[src/qdpr_pkg.sv]
// Shared types and constants for the quantized dot product / requantize block.
// No dependencies; imported by every module under src.
`timescale 1ns / 1ps
`default_nettype none

package qdpr_pkg;

  // Configuration register indexes
  localparam int unsigned CFG_IDX_W = 3;
  localparam logic [CFG_IDX_W-1:0] REG_ACT_ZERO   = 3'd0;
  localparam logic [CFG_IDX_W-1:0] REG_WGT_ZERO   = 3'd1;
  localparam logic [CFG_IDX_W-1:0] REG_SCALE_MULT = 3'd2;
  localparam logic [CFG_IDX_W-1:0] REG_SCALE_SHFT = 3'd3;
  localparam logic [CFG_IDX_W-1:0] REG_OUT_ZERO   = 3'd4;
  localparam logic [CFG_IDX_W-1:0] REG_CLAMP_FLR  = 3'd5;
  localparam logic [CFG_IDX_W-1:0] REG_POOL_PAIRS = 3'd6;
  localparam int unsigned CFG_DATA_W = 16;

  // Reset values (conv layer setup)
  localparam logic [7:0]  RST_ACT_ZERO   = 8'd54;
  localparam logic [7:0]  RST_WGT_ZERO   = 8'd115;
  localparam logic [15:0] RST_SCALE_MULT = 16'd50;
  localparam logic [4:0]  RST_SCALE_SHFT = 5'd16;
  localparam logic [7:0]  RST_OUT_ZERO   = 8'd81;
  localparam logic [7:0]  RST_CLAMP_FLR  = 8'd81;

  localparam int unsigned SUM_W   = 32;
  localparam int unsigned PROD_W  = 49;   // 32b signed x 17b signed
  localparam int unsigned QDEPTH  = 4;
  localparam int unsigned QPTR_W  = $clog2(QDEPTH);
  localparam logic [7:0]  OUT_MAX = 8'd255;

  typedef struct packed {
    logic [7:0] activation;
    logic [7:0] weight;
    logic       last_term;
  } in_item_t;

  typedef struct packed {
    logic [7:0] result;
    logic       clipped_high;
  } out_item_t;

  typedef struct packed {
    logic [7:0]  activation_zero;
    logic [7:0]  weight_zero;
    logic [15:0] scale_multiplier;
    logic [4:0]  scale_shift;
    logic [7:0]  output_zero;
    logic [7:0]  clamp_floor;
    logic        pool_pairs;
  } cfg_t;

  typedef struct packed {
    logic busy;
    logic pool_phase;
  } back_status_t;

  typedef enum logic [1:0] {
    BK_IDLE,
    BK_MUL,
    BK_REQ
  } back_state_e;

endpackage

`default_nettype wire

[src/quantized_dot_product_requantize.sv]
// Top level of the uint8 quantized dot product with requantization.
// Depends on qdpr_pkg, qdpr_front, qdpr_fifo and qdpr_back.
//
// Usage:
//  - Input channel (in_valid_i / in_stall_o / in_data_i): one term per
//    transaction, an activation byte, a weight byte and last_term. A
//    transaction is taken on a rising edge with valid high and stall low.
//    The front end accumulates one term per cycle; the stall rises only
//    while the four-entry sum queue is full.
//  - Output channel (out_valid_o / out_stall_i / out_data_o): one result
//    per finished dot product, or one per pair when pool_pairs is set.
//    The result sits in an output register and holds while stalled.
//  - Config channel (cfg_valid_i / cfg_ready_o): index and data; ready is
//    always high, indexes past the last register are ignored. Write only
//    while the block is idle.
// A term marked last gives its result once its sum has passed the queue
// read, the multiply and the requantize step into the output register.
// Throughput: 1 term per cycle while the sum queue is not full; the back
// end works on one finished sum at a time, through its idle, multiply and
// requantize states, so bursts of one-term dot products fill the queue
// and then stall the input.
// Reset: the running sum, pairing state and queue clear, registers take
// the conv layer values.
`timescale 1ns / 1ps
`default_nettype none

module quantized_dot_product_requantize (
  input  logic                              clk_i,
  input  logic                              rst_ni,
  input  logic                              in_valid_i,
  output logic                              in_stall_o,
  input  qdpr_pkg::in_item_t                in_data_i,
  output logic                              out_valid_o,
  input  logic                              out_stall_i,
  output qdpr_pkg::out_item_t               out_data_o,
  input  logic                              cfg_valid_i,
  output logic                              cfg_ready_o,
  input  logic [qdpr_pkg::CFG_IDX_W-1:0]    cfg_index_i,
  input  logic [qdpr_pkg::CFG_DATA_W-1:0]   cfg_data_i
);
  import qdpr_pkg::*;

  cfg_t             cfg_d, cfg_q;
  logic             q_push, q_pop, q_full, q_empty;
  logic [SUM_W-1:0] q_wdata, q_head;
  back_status_t     bk_status;

  // Config registers, always ready
  assign cfg_ready_o = 1'b1;

  always_comb begin
    cfg_d = cfg_q;
    if (cfg_valid_i) begin
      unique case (cfg_index_i)
        REG_ACT_ZERO:   cfg_d.activation_zero  = cfg_data_i[7:0];
        REG_WGT_ZERO:   cfg_d.weight_zero      = cfg_data_i[7:0];
        REG_SCALE_MULT: cfg_d.scale_multiplier = cfg_data_i;
        REG_SCALE_SHFT: cfg_d.scale_shift      = cfg_data_i[4:0];
        REG_OUT_ZERO:   cfg_d.output_zero      = cfg_data_i[7:0];
        REG_CLAMP_FLR:  cfg_d.clamp_floor      = cfg_data_i[7:0];
        REG_POOL_PAIRS: cfg_d.pool_pairs       = cfg_data_i[0];
        default:        cfg_d = cfg_q;  // unmapped index: dropped
      endcase
    end
  end

  always_ff @(posedge clk_i or negedge rst_ni) begin
    if (!rst_ni) begin
      cfg_q <= '{activation_zero:  RST_ACT_ZERO,
                 weight_zero:      RST_WGT_ZERO,
                 scale_multiplier: RST_SCALE_MULT,
                 scale_shift:      RST_SCALE_SHFT,
                 output_zero:      RST_OUT_ZERO,
                 clamp_floor:      RST_CLAMP_FLR,
                 pool_pairs:       1'b0};
    end else begin
      cfg_q <= cfg_d;
    end
  end

  // Front: MAC, one term per cycle while the queue is not full
  qdpr_front u_front (
    .clk_i       (clk_i),
    .rst_ni      (rst_ni),
    .in_valid_i  (in_valid_i),
    .in_data_i   (in_data_i),
    .cfg_i       (cfg_q),
    .q_full_i    (q_full),
    .in_stall_o  (in_stall_o),
    .push_o      (q_push),
    .push_data_o (q_wdata)
  );

  // Finished sums wait here so the MAC keeps running while the back end works
  qdpr_fifo u_fifo (
    .clk_i       (clk_i),
    .rst_ni      (rst_ni),
    .push_i      (q_push),
    .push_data_i (q_wdata),
    .pop_i       (q_pop),
    .head_o      (q_head),
    .full_o      (q_full),
    .empty_o     (q_empty)
  );

  // Back: scale, shift, offset, clamp, pairwise max
  qdpr_back u_back (
    .clk_i       (clk_i),
    .rst_ni      (rst_ni),
    .cfg_i       (cfg_q),
    .head_i      (q_head),
    .empty_i     (q_empty),
    .pop_o       (q_pop),
    .out_stall_i (out_stall_i),
    .out_valid_o (out_valid_o),
    .out_data_o  (out_data_o),
    .status_o    (bk_status)
  );

  // Checks
  a_no_push_full: assert property (@(posedge clk_i) disable iff (!rst_ni)
    q_push |-> !q_full)
    else $error("sum pushed into a full queue");

  a_no_pop_empty: assert property (@(posedge clk_i) disable iff (!rst_ni)
    q_pop |-> !q_empty)
    else $error("sum popped from an empty queue");

  a_pop_busy: assert property (@(posedge clk_i) disable iff (!rst_ni)
    q_pop |=> bk_status.busy)
    else $error("back end idle after taking a sum");

  a_pool_off_phase: assert property (@(posedge clk_i) disable iff (!rst_ni)
    (!cfg_q.pool_pairs && out_valid_o && !$past(out_valid_o)) |-> !bk_status.pool_phase)
    else $error("pair phase left set while pooling is off");

endmodule

`default_nettype wire

[src/qdpr_front.sv]
// Front end: takes terms, removes zero points and accumulates the products.
// Depends on qdpr_pkg; pushes finished sums into qdpr_fifo.
`timescale 1ns / 1ps
`default_nettype none

module qdpr_front (
  input  logic                         clk_i,
  input  logic                         rst_ni,
  input  logic                         in_valid_i,
  input  qdpr_pkg::in_item_t           in_data_i,
  input  qdpr_pkg::cfg_t               cfg_i,
  input  logic                         q_full_i,
  output logic                         in_stall_o,
  output logic                         push_o,
  output logic [qdpr_pkg::SUM_W-1:0]   push_data_o
);
  import qdpr_pkg::*;

  logic signed [8:0]  act_s;
  logic signed [8:0]  wgt_s;
  logic signed [17:0] term_s;
  logic [SUM_W-1:0]   sum_d, sum_q, sum_next;
  logic               accept;

  assign act_s  = $signed({1'b0, in_data_i.activation}) - $signed({1'b0, cfg_i.activation_zero});
  assign wgt_s  = $signed({1'b0, in_data_i.weight}) - $signed({1'b0, cfg_i.weight_zero});
  assign term_s = act_s * wgt_s;

  // wraps mod 2^32
  assign sum_next = sum_q + {{(SUM_W-18){term_s[17]}}, term_s};

  assign in_stall_o  = q_full_i;
  assign accept      = in_valid_i && !q_full_i;
  assign push_o      = accept && in_data_i.last_term;
  assign push_data_o = sum_next;

  always_comb begin
    sum_d = sum_q;
    if (accept) begin
      sum_d = in_data_i.last_term ? '0 : sum_next;
    end
  end

  always_ff @(posedge clk_i or negedge rst_ni) begin
    if (!rst_ni) begin
      sum_q <= '0;
    end else begin
      sum_q <= sum_d;
    end
  end

endmodule

`default_nettype wire

[src/qdpr_fifo.sv]
// Short queue of finished sums between front and back end.
// Depends on qdpr_pkg for depth and width.
`timescale 1ns / 1ps
`default_nettype none

module qdpr_fifo (
  input  logic                         clk_i,
  input  logic                         rst_ni,
  input  logic                         push_i,
  input  logic [qdpr_pkg::SUM_W-1:0]   push_data_i,
  input  logic                         pop_i,
  output logic [qdpr_pkg::SUM_W-1:0]   head_o,
  output logic                         full_o,
  output logic                         empty_o
);
  import qdpr_pkg::*;

  localparam int unsigned CNT_W = $clog2(QDEPTH + 1);

  logic [SUM_W-1:0]  mem_q [QDEPTH];
  logic [QPTR_W-1:0] wr_ptr_d, wr_ptr_q, rd_ptr_d, rd_ptr_q;
  logic [CNT_W-1:0]  cnt_d, cnt_q;

  assign head_o  = mem_q[rd_ptr_q];
  assign full_o  = (cnt_q == CNT_W'(QDEPTH));
  assign empty_o = (cnt_q == '0);

  always_comb begin
    wr_ptr_d = wr_ptr_q;
    rd_ptr_d = rd_ptr_q;
    cnt_d    = cnt_q;
    if (push_i) begin
      wr_ptr_d = wr_ptr_q + 1'b1;
    end
    if (pop_i) begin
      rd_ptr_d = rd_ptr_q + 1'b1;
    end
    if (push_i && !pop_i) begin
      cnt_d = cnt_q + 1'b1;
    end else if (pop_i && !push_i) begin
      cnt_d = cnt_q - 1'b1;
    end
  end

  always_ff @(posedge clk_i or negedge rst_ni) begin
    if (!rst_ni) begin
      wr_ptr_q <= '0;
      rd_ptr_q <= '0;
      cnt_q    <= '0;
    end else begin
      wr_ptr_q <= wr_ptr_d;
      rd_ptr_q <= rd_ptr_d;
      cnt_q    <= cnt_d;
    end
  end

  always_ff @(posedge clk_i) begin
    if (push_i) begin
      mem_q[wr_ptr_q] <= push_data_i;
    end
  end

endmodule

`default_nettype wire

[src/qdpr_back.sv]
// Back end: scales, shifts, offsets and clamps sums; pairs results with pool_pairs.
// Depends on qdpr_pkg; pops sums from qdpr_fifo and owns the output register.
`timescale 1ns / 1ps
`default_nettype none

module qdpr_back (
  input  logic                         clk_i,
  input  logic                         rst_ni,
  input  qdpr_pkg::cfg_t               cfg_i,
  input  logic [qdpr_pkg::SUM_W-1:0]   head_i,
  input  logic                         empty_i,
  output logic                         pop_o,
  input  logic                         out_stall_i,
  output logic                         out_valid_o,
  output qdpr_pkg::out_item_t          out_data_o,
  output qdpr_pkg::back_status_t       status_o
);
  import qdpr_pkg::*;

  back_state_e             state_d, state_q;
  logic [SUM_W-1:0]        sum_q;
  logic signed [PROD_W-1:0] prod_q;
  logic signed [PROD_W-1:0] shifted, offset, floored, floor_s;
  logic [8:0]              word, held_d, held_q, pick;
  logic                    phase_d, phase_q;
  logic                    out_valid_d, out_valid_q;
  out_item_t               out_d, out_q;
  logic                    out_free;
  logic                    load_sum, load_prod;

  assign shifted = prod_q >>> cfg_i.scale_shift;
  assign offset  = shifted + $signed({{(PROD_W-8){1'b0}}, cfg_i.output_zero});
  assign floor_s = $signed({{(PROD_W-8){1'b0}}, cfg_i.clamp_floor});
  assign floored = (offset < floor_s) ? floor_s : offset;
  // floor first, then the cap at 255 (a floor value never flags a clip)
  assign word    = (floored > $signed({{(PROD_W-8){1'b0}}, OUT_MAX})) ? 9'h1FF
                                                                      : {1'b0, floored[7:0]};
  // ties keep the earlier result of the pair
  assign pick    = (held_q[7:0] >= word[7:0]) ? held_q : word;

  assign out_free = !out_valid_q || !out_stall_i;

  always_comb begin
    state_d     = state_q;
    pop_o       = 1'b0;
    load_sum    = 1'b0;
    load_prod   = 1'b0;
    held_d      = held_q;
    phase_d     = phase_q;
    out_d       = out_q;
    out_valid_d = out_valid_q && out_stall_i;
    unique case (state_q)
      BK_IDLE: begin
        if (!empty_i) begin
          pop_o    = 1'b1;
          load_sum = 1'b1;
          state_d  = BK_MUL;
        end
      end
      BK_MUL: begin
        load_prod = 1'b1;
        state_d   = BK_REQ;
      end
      BK_REQ: begin
        if (cfg_i.pool_pairs && !phase_q) begin
          held_d  = word;
          phase_d = 1'b1;
          state_d = BK_IDLE;
        end else if (out_free) begin
          out_d       = cfg_i.pool_pairs
                        ? out_item_t'{result: pick[7:0], clipped_high: pick[8]}
                        : out_item_t'{result: word[7:0], clipped_high: word[8]};
          out_valid_d = 1'b1;
          phase_d     = 1'b0;
          state_d     = BK_IDLE;
        end
      end
      default: state_d = BK_IDLE;
    endcase
  end

  always_ff @(posedge clk_i or negedge rst_ni) begin
    if (!rst_ni) begin
      state_q     <= BK_IDLE;
      held_q      <= '0;
      phase_q     <= 1'b0;
      out_valid_q <= 1'b0;
    end else begin
      state_q     <= state_d;
      held_q      <= held_d;
      phase_q     <= phase_d;
      out_valid_q <= out_valid_d;
    end
  end

  always_ff @(posedge clk_i) begin
    if (load_sum) begin
      sum_q <= head_i;
    end
    if (load_prod) begin
      prod_q <= $signed(sum_q) * $signed({1'b0, cfg_i.scale_multiplier});
    end
    out_q <= out_d;
  end

  assign out_valid_o         = out_valid_q;
  assign out_data_o          = out_q;
  assign status_o.busy       = (state_q != BK_IDLE);
  assign status_o.pool_phase = phase_q;

endmodule

`default_nettype wire
[config.mk]
export PLATFORM = sky130hd
export DESIGN_NAME = quantized_dot_product_requantize
export DESIGN_NICKNAME = d
export VERILOG_FILES = /design/src/qdpr_pkg.sv /design/src/quantized_dot_product_requantize.sv /design/src/qdpr_front.sv /design/src/qdpr_fifo.sv /design/src/qdpr_back.sv
export SDC_FILE = /design/constraint.sdc
export NUM_CORES = 2
export LEC_CHECK = 0
export ABC_AREA = 1
export BUFFER_PORTS_ARGS = -buffer_cell sky130_fd_sc_hd__buf_2
export CAP_MARGIN = 10
export CORE_AREA = 2 2 280 490
export DETAILED_ROUTE_END_ITERATION = 12
export DIE_AREA = 0 0 282 492
export PLACE_DENSITY = 0.45
export SLEW_MARGIN = 15
export SYNTH_ARGS = -nofsm -noshare
export SYNTH_HDL_FRONTEND = slang
export SYNTH_SLANG_ARGS = --single-unit
[constraint.sdc]
create_clock -name clk_i -period 10.09 [get_ports clk_i]
set_input_delay 0 -clock clk_i [delete_from_list [all_inputs] [get_ports clk_i]]
set_output_delay 0 -clock clk_i [all_outputs]
set_load 0.05 [all_outputs]
==> impl_metrics.env <==
export IMPL_cts_made_buffers=38
export IMPL_cp_max_fo=14
export IMPL_num_rows=179
export IMPL_period_minus_slack_ps=9246
export IMPL_worst_slew_pin_slew_ps=1086
export IMPL_status="completed"
export IMPL_ioPinCount=53
export IMPL_yosys_top_cells_count="nand2_1 (1189), inv_1 (1066), fa_1 (565), nand3_1 (346), ha_1 (230)"
export IMPL_rsz0062_at_grt="false"
export IMPL_htree_levels=2
export IMPL_routed_via_density=4.664
export IMPL_busiest_layer="met2"
export IMPL_slew_headroom_pct=27.04
export IMPL_hold_depth=3
export IMPL_grt_pass1_vias=33800
export IMPL_cp_slowest_stage_delay_ps=550
export IMPL_grt_use_met1_pct=18.56
export IMPL_cp_common_cell="a21oi_1"
export IMPL_cts_tree="done"
export IMPL_antenna_cells=0
export IMPL_dieHeight_um=492
export IMPL_path_buf_inv=8
export IMPL_syn_nets=5739
export IMPL_portBuffers=51
export IMPL_yosys_top_cells_area="fa_1 (28%), edfxtp_1 (16%), nand2_1 (11%)"
export IMPL_cts_root_buf="clkbuf_16"
export IMPL_drtAntennaViolNets=0
export IMPL_insertion_delay_ps=590
export IMPL_synth_avg_cell_area_sq_um=8.206
export IMPL_crit_path_end_kind="flop"
export IMPL_syn_inst=4903
export IMPL_wl_per_cell_um=18.35
export IMPL_track_usage_pct=18.19
export IMPL_grt_ovfl_total=0
export IMPL_clock_skew_final_ps=30.51
export IMPL_ys_ff_latch=324
export IMPL_final_layout_size_suffix_gt1_share_pct=6.631
export IMPL_slowest_stage="fa_1"
export IMPL_r2r_cells=45
export IMPL_start_util_pct=29.79
export IMPL_ys_flop_type="edfxtp_1"
export IMPL_synth_top_area_share_pct=28.11
export IMPL_stdcell_count=6711
export IMPL_cp_depth=45
export IMPL_dieArea_sq_mm=0.1387
export IMPL_drtPass1Iterations=5
export IMPL_met2_usage_pct=36.58
export IMPL_area_delta_synth_final_pct=9.282
export IMPL_drc=0
export IMPL_gp_congestion=0.9506
export IMPL_drt_initial_drc_count=1519
export IMPL_placedCellCount=6619
export IMPL_worst_hold_path_type="input pin to flop"
export IMPL_setup_viol=0
export IMPL_hpwl_mm=99.89
export IMPL_grt_util_met3_pct=1.220
export IMPL_final_nets=5707
export IMPL_ys_seq_area_share_pct=22.92
export IMPL_drv_slew=0
export IMPL_criticalPathCategory="flop to flop"
export IMPL_path_clk_slew_ps=60
export IMPL_finalCritPeriodShare_pct=91.64
export IMPL_synth_warnings=0
export IMPL_grt_pass1_wl_mm=192.7
export IMPL_antenna_found_initial=7
export IMPL_required_ps=10430
export IMPL_synth_most_common_cell="nand2_1"
export IMPL_hold_viol=0
export IMPL_die_x_um=282
export IMPL_syn_area_sq_mm=0.04024
export IMPL_fmaxAchievable_mhz=108.2
export IMPL_dr_total_vias=31300
export IMPL_maxCapViolations=0
export IMPL_fin_setup_tns_ps=0
export IMPL_synth_edff_count=218
export IMPL_core_area_sq_mm=0.1351
export IMPL_cts_num_sinks=324
export IMPL_yosysTopAreaCell="fa_1"
export IMPL_finalWirelength_mm=123.1
export IMPL_start_kind="flop"
export IMPL_critPathTopFamily="adder cells"
export IMPL_yosysUniqueCellTypes=56
export IMPL_holdWs_ps=25.48
export IMPL_grt_max_degree=66
export IMPL_async_reset_ff_share_pct=32.72
export IMPL_crit_arrival_ps=9590
export IMPL_clockBufferDepth=3
## stage by stage
stage | setup WS [ps] | instance area [sq um] | utilization [%]
global route | 40.36 | 43970 | 32.56
CTS | 633.0 | 43960 | 32.55
detailed placement | 652.5 | 42450 | 31.43
global placement | 630.1 | 42450 | 31.43
floorplan | 977.7 | 40240 | -
finish | 843.6 | 43970 | 32.56
## worst min-delay path, stage by stage
cell     delay (ps)
buf_2           130
nand3_1         310
o21ai_0         130
## cell families after synthesis
logic type | Yosys count | share of synthesized area (%)
adders and majority gates | 795 | 35.26
xor gates and xnor gates | 123 | 2.677
and+or+nand+nor | 1903 | 20.10
muxes | 11 | 0.3016
AOI/OAI and AO/OA | 449 | 6.347
DFF | 324 | 22.92
other | 1 | 0.009320
buffers and inverters | 1297 | 12.38
## worst paths after layout
kind,startpoint,slack (ps),endpoint
setup / recovery,cfg_q[38],840,u_fifo.mem_q[1][31]
hold / removal,cfg_index_i[1],30,cfg_q[21]
setup reg to reg,cfg_q[38],840,u_fifo.mem_q[1][31]
hold reg to reg,u_back.held_q[0],480,u_back.held_q[0]
max in group asynchronous,rst_ni,8500,u_back.state_q[1]
min in group asynchronous,rst_ni,550,cfg_q[48]
## state kept, by name, summed over array words and instances, names as in the netlist
| signal | cells |
|---|---|
| cfg_q | 54 |
| u_back.held_q | 9 |
| u_back.out_data_o | 9 |
| u_back.out_valid_o | 1 |
| u_back.phase_q | 1 |
| u_back.prod_q | 49 |
| u_back.state_q | 2 |
| u_back.sum_q | 32 |
| u_fifo.cnt_q | 3 |
| u_fifo.mem_q | 128 |
| u_fifo.rd_ptr_q | 2 |
| u_fifo.wr_ptr_q | 2 |
| u_front.sum_q | 32 |
## per-layer routing
| metal | share of wire, % | routed length (um) |
|---|---|---|
| met5 | 0.0057 | 7 |
| met4 | 5.5 | 6765 |
| met3 | 2.3 | 2884 |
| met2 | 57 | 69990 |
| met1 | 35 | 43470 |
## cells in the final DEF (no fill, tap or decap), types with 38 or more instances in the layout
cell / n
buf_4: 73
a21oi_1: 130
nand2_1: 1188
xor2_1: 76
dfrtp_1: 85
ha_1: 230
nor2_1: 218
inv_1: 1064
o21ai_0: 179
fa_1: 565
buf_2: 50
edfxtp_1: 218
xnor2_1: 46
clkbuf_16: 38
nand3_1: 346
## layout make-up
class / instances / area, sq um
tap: 1810 / 2265
fill: 14400 / 91080
clock buffer: 49 / 1012
sequential: 324 / 9225
inverter: 1078 / 4054
timing repair buffer: 147 / 1059
clock inverter: 21 / 272.8
multi-input combinational: 3282 / 26080
## timing repair
action                                  4_1_cts  5_1_grt
buffers inserted                              0        0
hold endpoints to repair                    126        0
endpoints found under the setup margin        0       13
gates resized for setup                       0        8
hold buffers                                 22        0
Power is not shown: default switching activity piles up to over one toggle a cycle in this logic, so the estimate is an artifact.
